`config.mk`:
```
export PLATFORM = sky130hd
export DESIGN_NAME = shelf_atlas_allocator_core
export DESIGN_NICKNAME = d
export VERILOG_FILES = /design/src/hw/rtl/saa_pkg.sv /design/src/hw/rtl/saa_ram.sv /design/src/hw/rtl/shelf_atlas_allocator_core.sv
export SDC_FILE = /design/constraint.sdc
export NUM_CORES = 2
export LEC_CHECK = 0
export BUFFER_PORTS_ARGS = -buffer_cell sky130_fd_sc_hd__buf_2
export CAP_MARGIN = 25
export CORE_MARGIN = 2
export CORE_UTILIZATION = 30
export DETAILED_ROUTE_END_ITERATION = 10
export SYNTH_ARGS = -nofsm -noshare
export SYNTH_HDL_FRONTEND = slang
export SYNTH_SLANG_ARGS = --single-unit
```
`constraint.sdc`:
```
create_clock -name clk_i -period 7.7 [get_ports clk_i]
set_input_delay 0 -clock clk_i [delete_from_list [all_inputs] [get_ports clk_i]]
set_output_delay 0 -clock clk_i [all_outputs]
set_load 0.05 [all_outputs]
```
`src/hw/rtl/saa_pkg.sv`:
```
// Package for the shelf atlas allocator: atlas and row table sizes,
// payload structs and the row table entry layout.
// No dependencies.
package saa_pkg;

  localparam int unsigned ATLAS_SIZE = 1024;
  localparam int unsigned MAX_ROWS   = 64;

  // Coordinate fields are fixed at 11 bits by the interface.
  localparam int unsigned COORD_W   = 11;
  localparam int unsigned ROW_IDX_W = (MAX_ROWS > 1) ? $clog2(MAX_ROWS) : 1;
  localparam int unsigned ROW_CNT_W = $clog2(MAX_ROWS + 1);

  localparam logic [COORD_W-1:0] AtlasC = COORD_W'(ATLAS_SIZE);

  typedef struct packed {
    logic [COORD_W-1:0] rect_width;
    logic [COORD_W-1:0] rect_height;
  } in_item_t;

  typedef struct packed {
    logic [COORD_W-1:0] x_offset;
    logic [COORD_W-1:0] y_offset;
    logic               placed;
  } out_item_t;

  typedef struct packed {
    logic [COORD_W-1:0] top;
    logic [COORD_W-1:0] height;
    logic [COORD_W-1:0] free_width;
  } row_t;

  localparam int unsigned ROW_W = $bits(row_t);

endpackage

```
`src/hw/rtl/saa_ram.sv`:
```
// Generic single-port-write, single-port-read RAM with registered read data.
// No dependencies.
module saa_ram #(
  parameter int unsigned WIDTH = 8,
  parameter int unsigned DEPTH = 16
) (
  input  logic                                       clk_i,
  input  logic                                       we_i,
  input  logic [((DEPTH > 1) ? $clog2(DEPTH) : 1)-1:0] waddr_i,
  input  logic [WIDTH-1:0]                           wdata_i,
  input  logic                                       re_i,
  input  logic [((DEPTH > 1) ? $clog2(DEPTH) : 1)-1:0] raddr_i,
  output logic [WIDTH-1:0]                           rdata_o
);

  logic [WIDTH-1:0] mem_q [DEPTH];

  always_ff @(posedge clk_i) begin
    if (we_i) begin
      mem_q[waddr_i] <= wdata_i;
    end
    if (re_i) begin
      rdata_o <= mem_q[raddr_i];
    end
  end

endmodule

```
`src/hw/rtl/shelf_atlas_allocator_core.sv`:
```
// Shelf atlas allocator top level; depends on saa_pkg and saa_ram.
// From accept, the sequencer steps through the scan (one row read per table row), a last
// check step and a decide step that registers the result; with no rows or an oversized
// width it goes straight to decide. One item at a time: the next is accepted after the result issues.
// The scan reads one row per cycle; a result still waiting holds the decide step.
// Reset (rst_ni low, asynchronous): no rows, full free height, nothing growable.
module shelf_atlas_allocator_core (
  input  logic               clk_i,
  input  logic               rst_ni,
  input  logic               in_valid_i,
  output logic               in_ready_o,
  input  saa_pkg::in_item_t  in_item_i,
  output logic               out_valid_o,
  input  logic               out_ready_i,
  output saa_pkg::out_item_t out_item_o
);
  import saa_pkg::*;

  // Sequencer codes
  localparam logic [1:0] StIdle   = 2'd0;
  localparam logic [1:0] StScan   = 2'd1;
  localparam logic [1:0] StLast   = 2'd2;
  localparam logic [1:0] StDecide = 2'd3;

  logic [1:0]           state_q, state_d;
  logic [ROW_CNT_W-1:0] row_cnt_q, row_cnt_d;
  logic [COORD_W-1:0]   free_h_q, free_h_d;
  logic                 growable_q, growable_d;

  // Request held for the whole search
  logic [COORD_W-1:0]   req_w_q, req_h_q;
  logic                 fail_q, fail_d;

  // Scan pointers: read address issued, and row whose data is arriving
  logic [ROW_IDX_W-1:0] idx_q, idx_d;
  logic [ROW_IDX_W-1:0] chk_idx_q, chk_idx_d;
  logic                 chk_valid_q, chk_valid_d;

  // Best row so far (the last fitting one wins)
  logic                 found_q, found_d;
  logic                 grow_q, grow_d;
  logic [ROW_IDX_W-1:0] pick_idx_q, pick_idx_d;
  row_t                 pick_row_q, pick_row_d;

  out_item_t            out_q, out_d;
  logic                 out_valid_q, out_valid_d;

  // Row table port
  logic                 ram_we, ram_re;
  logic [ROW_IDX_W-1:0] ram_waddr;
  row_t                 ram_wdata, ram_rdata;

  saa_ram #(
    .WIDTH (ROW_W),
    .DEPTH (MAX_ROWS)
  ) u_row_ram (
    .clk_i   (clk_i),
    .we_i    (ram_we),
    .waddr_i (ram_waddr),
    .wdata_i (ram_wdata),
    .re_i    (ram_re),
    .raddr_i (idx_q),
    .rdata_o (ram_rdata)
  );

  // Row check on the data coming back from the table
  logic               fits_w, tall_enough, newest, can_grow, hit;
  logic [COORD_W-1:0] h_diff;

  always_comb begin
    fits_w      = ram_rdata.free_width >= req_w_q;
    tall_enough = ram_rdata.height >= req_h_q;
    h_diff      = req_h_q - ram_rdata.height;
    newest      = ((ROW_CNT_W'(chk_idx_q) + ROW_CNT_W'(1)) == row_cnt_q) && growable_q;
    can_grow    = newest && (free_h_q >= h_diff);
    hit         = chk_valid_q && fits_w && (tall_enough || can_grow);
  end

  // Decision step
  logic out_free;
  logic last_issue;
  logic [COORD_W-1:0] grow_diff;

  assign out_free   = !out_valid_q || out_ready_i;
  assign last_issue = (ROW_CNT_W'(idx_q) + ROW_CNT_W'(1)) == row_cnt_q;
  assign grow_diff  = req_h_q - pick_row_q.height;

  always_comb begin
    state_d     = state_q;
    row_cnt_d   = row_cnt_q;
    free_h_d    = free_h_q;
    growable_d  = growable_q;
    fail_d      = fail_q;
    idx_d       = idx_q;
    chk_idx_d   = chk_idx_q;
    chk_valid_d = 1'b0;
    found_d     = found_q;
    grow_d      = grow_q;
    pick_idx_d  = pick_idx_q;
    pick_row_d  = pick_row_q;
    out_d       = out_q;
    out_valid_d = out_valid_q;
    ram_we      = 1'b0;
    ram_re      = 1'b0;
    ram_waddr   = pick_idx_q;
    ram_wdata   = pick_row_q;
    in_ready_o  = (state_q == StIdle);

    // Drop the result once taken
    if (out_valid_q && out_ready_i) begin
      out_valid_d = 1'b0;
    end

    // Keep the last fitting row seen
    if (hit) begin
      found_d    = 1'b1;
      grow_d     = !tall_enough;
      pick_idx_d = chk_idx_q;
      pick_row_d = ram_rdata;
    end

    unique case (state_q)
      StIdle: begin
        if (in_valid_i) begin
          fail_d  = in_item_i.rect_width > AtlasC;
          found_d = 1'b0;
          grow_d  = 1'b0;
          idx_d   = '0;
          if ((in_item_i.rect_width > AtlasC) || (row_cnt_q == '0)) begin
            state_d = StDecide;
          end else begin
            state_d = StScan;
          end
        end
      end
      StScan: begin
        // Issue one row read per cycle
        ram_re      = 1'b1;
        chk_valid_d = 1'b1;
        chk_idx_d   = idx_q;
        idx_d       = idx_q + ROW_IDX_W'(1);
        if (last_issue) begin
          state_d = StLast;
        end
      end
      StLast: begin
        // Last row's data is checked this cycle
        state_d = StDecide;
      end
      StDecide: begin
        if (out_free) begin
          out_valid_d = 1'b1;
          out_d       = '0;
          state_d     = StIdle;
          if (fail_q) begin
            out_d = '0;
          end else if (found_q) begin
            ram_we               = 1'b1;
            ram_waddr            = pick_idx_q;
            ram_wdata            = pick_row_q;
            ram_wdata.free_width = pick_row_q.free_width - req_w_q;
            if (grow_q) begin
              ram_wdata.height = req_h_q;
              free_h_d         = free_h_q - grow_diff;
            end
            out_d.x_offset = AtlasC - pick_row_q.free_width;
            out_d.y_offset = pick_row_q.top;
            out_d.placed   = 1'b1;
          end else if ((free_h_q < req_h_q) || (row_cnt_q >= ROW_CNT_W'(MAX_ROWS))) begin
            out_d = '0;
          end else begin
            // Open a new shelf at the top of the free height
            ram_we               = 1'b1;
            ram_waddr            = row_cnt_q[ROW_IDX_W-1:0];
            ram_wdata.top        = AtlasC - free_h_q;
            ram_wdata.height     = req_h_q;
            ram_wdata.free_width = AtlasC - req_w_q;
            row_cnt_d            = row_cnt_q + ROW_CNT_W'(1);
            growable_d           = 1'b1;
            free_h_d             = free_h_q - req_h_q;
            out_d.x_offset       = '0;
            out_d.y_offset       = AtlasC - free_h_q;
            out_d.placed         = 1'b1;
          end
        end
      end
      default: begin
        state_d = StIdle;
      end
    endcase
  end

  always_ff @(posedge clk_i or negedge rst_ni) begin
    if (!rst_ni) begin
      state_q     <= StIdle;
      row_cnt_q   <= '0;
      free_h_q    <= AtlasC;
      growable_q  <= 1'b0;
      chk_valid_q <= 1'b0;
      out_valid_q <= 1'b0;
    end else begin
      state_q     <= state_d;
      row_cnt_q   <= row_cnt_d;
      free_h_q    <= free_h_d;
      growable_q  <= growable_d;
      chk_valid_q <= chk_valid_d;
      out_valid_q <= out_valid_d;
    end
  end

  // Payload and search registers: no reset needed
  always_ff @(posedge clk_i) begin
    if (in_valid_i && in_ready_o) begin
      req_w_q <= in_item_i.rect_width;
      req_h_q <= in_item_i.rect_height;
    end
    fail_q     <= fail_d;
    idx_q      <= idx_d;
    chk_idx_q  <= chk_idx_d;
    found_q    <= found_d;
    grow_q     <= grow_d;
    pick_idx_q <= pick_idx_d;
    pick_row_q <= pick_row_d;
    out_q      <= out_d;
  end

  assign out_valid_o = out_valid_q;
  assign out_item_o  = out_q;

  // Checks on the allocator's own bookkeeping
  a_row_cnt_bound: assert property (@(posedge clk_i) disable iff (!rst_ni)
    row_cnt_q <= ROW_CNT_W'(MAX_ROWS))
    else $error("row count beyond table depth");

  a_free_h_bound: assert property (@(posedge clk_i) disable iff (!rst_ni)
    free_h_q <= AtlasC)
    else $error("free height beyond atlas size");

  a_row_cnt_step: assert property (@(posedge clk_i) disable iff (!rst_ni)
    (row_cnt_q != $past(row_cnt_q)) |-> (row_cnt_q == $past(row_cnt_q) + ROW_CNT_W'(1)))
    else $error("row count moved by more than one");

  a_fail_zero: assert property (@(posedge clk_i) disable iff (!rst_ni)
    (out_valid_o && !out_item_o.placed) |->
      ((out_item_o.x_offset == '0) && (out_item_o.y_offset == '0)))
    else $error("failed placement with non-zero offsets");

  a_accept_busy: assert property (@(posedge clk_i) disable iff (!rst_ni)
    (in_valid_i && in_ready_o) |=> !in_ready_o)
    else $error("ready held high after accepting an item");

endmodule

```
# After elaboration in Yosys (flattened, before gate mapping)
# Memories as Yosys holds them, arrays and structs flattened. A register that Yosys moved wholly into a read port is not among the register bits.
# Cells that the tools add are included.
# word_totals
regBits	122
mem_bits_rw	2112
in_bits	26
wordCells	113
n_memories	1
# classes
n_addsub	12
order_cmp	6
eq_ne	10
mux	40
n_bitwise	3
n_reduce_logical	21
# mem_list
name	depth	width	rd	rd_clocked_by_memory_dff	wr	line	text
u_row_ram.mem_q	64	33	1	1	1	saa_ram.sv:16	logic [WIDTH-1:0] mem_q [DEPTH];
# ops
cell	count
33-bit two-way mux	5
11-bit subtractor	5
11-bit two-way mux	4
6-bit two-way mux	6
11-bit greater-or-equal comparator	3
11-bit subtractor, first input constant	3
23-bit two-way mux	1
1-bit two-way mux	17
6-bit by 1-bit adder with 7-bit output, second input constant	2
7-bit == test	2
12-bit two-way mux	1
6-bit one-hot mux with 2 select lines	1
11-bit > comparator, second input constant	1
11-bit < comparator	1
5-bit AND reduction	2
2-bit two-way mux	4
2-bit inequality test, second input constant	4
2-bit one-hot mux with 4 select lines	1
7-bit by 1-bit adder with 7-bit output, second input constant	1
7-bit greater-or-equal comparator, second input constant	1
7-bit zero test	1
6-bit by 1-bit adder with 6-bit output, second input constant	1
1-bit logical AND	6
2-bit AND reduction	3
other kinds (9)	16

# Logic depth before layout (Yosys ltp)
# depth
depth_word	9
depth_mapped	17
mapped_depth_nobuf	17

# Modules after synthesis
# From an unflattened synthesis, not the netlist that was laid out.
# hier_totals
hier_cells	4464
hier_area_um2	90017.6
# modules_own_cells
mod	n_inst	cells_per_inst	area_per_inst_um2	seq_area_each_um2
saa_ram	1	3598	81523.2	64411.8
shelf_atlas_allocator_core	1	866	8494.4	3529.6

# Worst setup path after synthesis
# Ideal clock, no wire load.
# synth_timing
path_kind	register -> register
from	reg free_h_q[4]
to	mem u_row_ram.mem_q[0][22] (netlist bit), data pin
arrival_time_ns	4.736
required_ns	6.998
setup_slack_ns	2.262
stages_incl_launch_ff	11
cell_sequence	dfrtp_1 > ha_1 > o211ai_1 > a21oi_1 > o21ai_0 > a21boi_0 > o211ai_2 > buf_4 > buf_2 > buf_4 > o21ai_0
# synth_lines
item	line	text
from (decl)	shelf_atlas_allocator_core.sv:27	logic [COORD_W-1:0] free_h_q, free_h_d;
from (signal assigned)	shelf_atlas_allocator_core.sv:197	free_h_q <= AtlasC;
from (signal assigned)	shelf_atlas_allocator_core.sv:204	free_h_q <= free_h_d;
to (decl)	saa_ram.sv:16	

# Worst setup path after layout
# layout_timing
from	reg req_h_q[4]
to	mem u_row_ram.mem_q[54][8] (netlist bit) (enable)
# layout_via
elab_chain_cells	9
# layout_lines
item	line	text
from (decl)	shelf_atlas_allocator_core.sv:31	logic [COORD_W-1:0] req_w_q, req_h_q;
from (signal assigned)	shelf_atlas_allocator_core.sv:215	req_h_q <= in_item_i.rect_height;
11-bit < comparator (*)	shelf_atlas_allocator_core.sv:169	end else if ((free_h_q < req_h_q) || (row_cnt_q >= ROW_CNT_W'(MAX_ROWS))) begin
1-bit logical OR (*)	shelf_atlas_allocator_core.sv:169	
1-bit two-way mux	shelf_atlas_allocator_core.sv:169	
1-bit two-way mux	shelf_atlas_allocator_core.sv:157	end else if (found_q) begin
1-bit two-way mux	shelf_atlas_allocator_core.sv:155	if (fail_q) begin
1-bit two-way mux	shelf_atlas_allocator_core.sv:151	if (out_free) begin
1-bit two-way mux	shelf_atlas_allocator_core.sv:122	unique case (state_q)
1-bit two-way mux	saa_ram.sv:19	if (we_i) begin
1-bit two-way mux (not written as such)	saa_ram.sv:20	mem_q[waddr_i] <= wdata_i;
# Mark *: on every way between the ends. The rest lies on a longest branch, timed or not.

==> metrics <==
status=finished clean; CTS buffer count=216; CTS tree=yes; required time of the critical path=between 8000 and 9000 ps; Yosys top cell area share=75.1%; crit-path max FO=22; Syn Area/Cell=roughly 23 sq um; DRT Pass-1 Iters=8; Ys Warns=0; H-tree depth=4; startpoint class of the critical path=register; routability cong.=roughly 0.81; largest net degree at the start of global routing=148; initial antenna violation count=22; design area=104000 sq um; Post-Route Setup TNS=0 ps; Total Routed Length=220 mm; Synth Area in XOR/XNOR=less than 1%; post-layout minimum cycle time=5040 ps; worst reg2reg path depth=10; Hold Vio Cnt, Final=0; drt via density=~5.0; worst vdd ir=0.191 mV; vias in the first global route=43000; PD cells=229 nW/um^2; Adder-Cell Fraction of Synth Area=1.35%; NumNets Final=4376; Synth async-reset ratio=1.01%; Die Wd=~550 um; clock latency at the later pin of the worst-skew pair=880 ps; # clock sinks=~2300; placed cell areas=96200 sq um; HP Class=in -> reg; overall routing resource usage=14.3%; Worst Setup End Kind=register; Primary FF master, synth=edfxtp_1; # setup viols final=0; fillcell total=27200; Seq/Total Area, Yosys=about three quarters; postcts setup bufs=0; clock buffer depth=4; critical path class=reg -> reg; largest family of logic cells by synthesized area=multiplexers; starting density of the core=roughly 30%; Post-CTS Resized=0; hold_buf cts=49; Critical Path End=u_row_ram.mem_q[54][8]; dominant cells by area after synthesis=edfxtp_1 (75%), mux4_2 (17%), ha_1 (1.1%); Syn Inst Count=between 3000 and 4000; synthesized area=89700 sq um; die area=303000 sq um; leakage power=24.8 nW; complex-gate fraction of the synthesized area=1.42%; total grt overflow=0; DRC viols=0; FP Rows=200; r2r startpoint=req_h_q[4]; CP arrival=5580 ps; top cells by count, synth=edfxtp_1 (2242), mux4_2 (692), inv_1 (97); Final period util=65.5%; layout cells sized above 1=30.0%; post-synthesis mux area share=between 10% and 20%; Final Skew=around 110 ps; 1st-iter DRT viols=5328; Final Max Slew Viols=0; Post-Synth Simple-Gate Area=under 10%; count of flip-flops with a built-in enable after synthesis=2242; Critical Path Source=req_h_q[4]; core area=roughly 300000 sq um; fmax=198 MHz; Clock Pin Slew Worst Setup and Hold Paths=70 ps; worst slew pin tran=1120 ps; first-pass GRT wire length=315 mm; Slew headroom=25.2%; post-route antenna net violation count=0; maxcap violations=0; die height=about 550 um; Root Buffer=clkbuf_16; I/O Buffers=50; most common cell in the synthesized netlist=edfxtp_1; Layout area overhead=15.4%; Post-Syn Nets=approximately 4100; RSZ-0062 raised after global routing=false; I/O pins=just over 50; reg2reg end=u_row_ram.mem_q[54][8]; Vias=42000; flop2flop setup slack=2660 ps; wire length per cell=26.2 um; Yosys reg bits=2267; leading area contributor after synthesis=edfxtp_1; final HPWL from detailed placement=131 mm; Synth cell types=65
[cells by family after synthesis]
group                    Yosys count
AO/OA/AOI/OAI                    199
adder cells (fa/ha/maj)           89
AND/OR/NAND/NOR                  344
buffers and inverters            282
XOR/XNOR                          75
flip-flops                      2267
multiplexers                     709
[layout make-up]
| class | instances | area (sq um) | share of cell area [%] |
|---|---|---|---|
| timing repair buffer | 263 | 2290 | 2.21 |
| inverter | 97 | 364 | 0.352 |
| clock buffer | 259 | 5630 | 5.44 |
| tap | 3939 | 4930 | 4.76 |
| multi-input combinational | 1416 | 21200 | 20.5 |
| antenna | 7 | 17.5 | 0.0169 |
| sequential | 2267 | 67900 | 65.6 |
| clock inverter | 124 | 1090 | 1.06 |
[placed cells by master, fill, tap and decap left out, types with 15 or more instances in the layout]
cell / count
nor2_4: 16
nor2b_1: 15
mux4_2: 692
ha_1: 75
clkinv_2: 34
o21ai_4: 20
nand3_1: 16
bufinv_16: 17
dfrtp_1: 22
clkinv_1: 43
nor3_2: 48
edfxtp_1: 2242
a21oi_1: 37
nand2_1: 80
xnor2_1: 45
o21ai_0: 40
clkinvlp_4: 17
buf_2: 50
dlygate4sd3_1: 48
clkbuf_1: 40
nor2_1: 77
a22oi_1: 15
clkbuf_16: 219
nor3_1: 24
xor2_1: 30
buf_4: 143
inv_1: 97
[report_power, final]
part | leakage, nW | switching (mW) | internal (mW)
registers | 14.0 | 0 | 13.3
clock network | 3.25 | 4.55 | 5.77
logic | 7.51 | 0.0140 | 0.0219
[routing by layer]
| layer | GRT usage [%] | share of wire, % | routed length, um |
|---|---|---|---|
| met5 | 0 | 0 | 0 |
| met4 | 3.18 | 2.0 | 4290 |
| met3 | 4.16 | 9.6 | 21100 |
| met2 | 21.9 | 46 | 101000 |
| met1 | 20.2 | 43 | 93500 |
[flip-flops by register name (all words and copies together), names as in the netlist]
signal and flops:
out_valid_o 1, growable_q 1, row_cnt_q 7, pick_row_q 33, u_row_ram.mem_q 2112, fail_q 1, chk_idx_q 6, idx_q 6
u_row_ram.rdata_o 33, req_w_q 11, free_h_q 11, found_q 1, state_q 2, grow_q 1, pick_idx_q 6, out_item_o 23
chk_valid_q 1, req_h_q 11
[worst max-delay path, cell delays in order, from the launching register on]
cell and delay [ps]:
edfxtp_1 390, inv_1 180, ha_1 330, a21o_1 230
or3_1 360, o21ai_0 260, a21boi_0 240, o211ai_4 690
mux2_2 660, nor3_2 900, buf_4 480
[worst min path at each step]
| stage | startpoint | end | slack (ps) | cells after the start |
|---|---|---|---|---|
| 6_report | in_valid_i | found_q | 220 | 4 |
| 5_1_grt | in_valid_i | found_q | 210 | 4 |
| 4_1_cts | in_item_i[21] | fail_q | 160 | 4 |
| 3_5_place_dp | rst_ni | out_valid_o | 60 | 1 |
| 3_3_place_gp | rst_ni | out_valid_o | 70 | 1 |
| 2_1_floorplan | rst_ni | chk_valid_q | -300 | 0 |
[stage by stage]
stage	power, mW	setup WS (ps)	util, %	instances	hold WS (ps)
final	23.7	2660	34.8	8372	223
after global routing	24.4	2440	34.8	8366	211
after CTS	23.9	2700	34.8	8363	160
after global placement	13.6	2700	32.3	7920	71.9
after floorplan	13.6	2260	-	3965	-296
after detailed placement	13.6	2670	32.4	7931	59.0
Power figures use the tool's default switching activity.
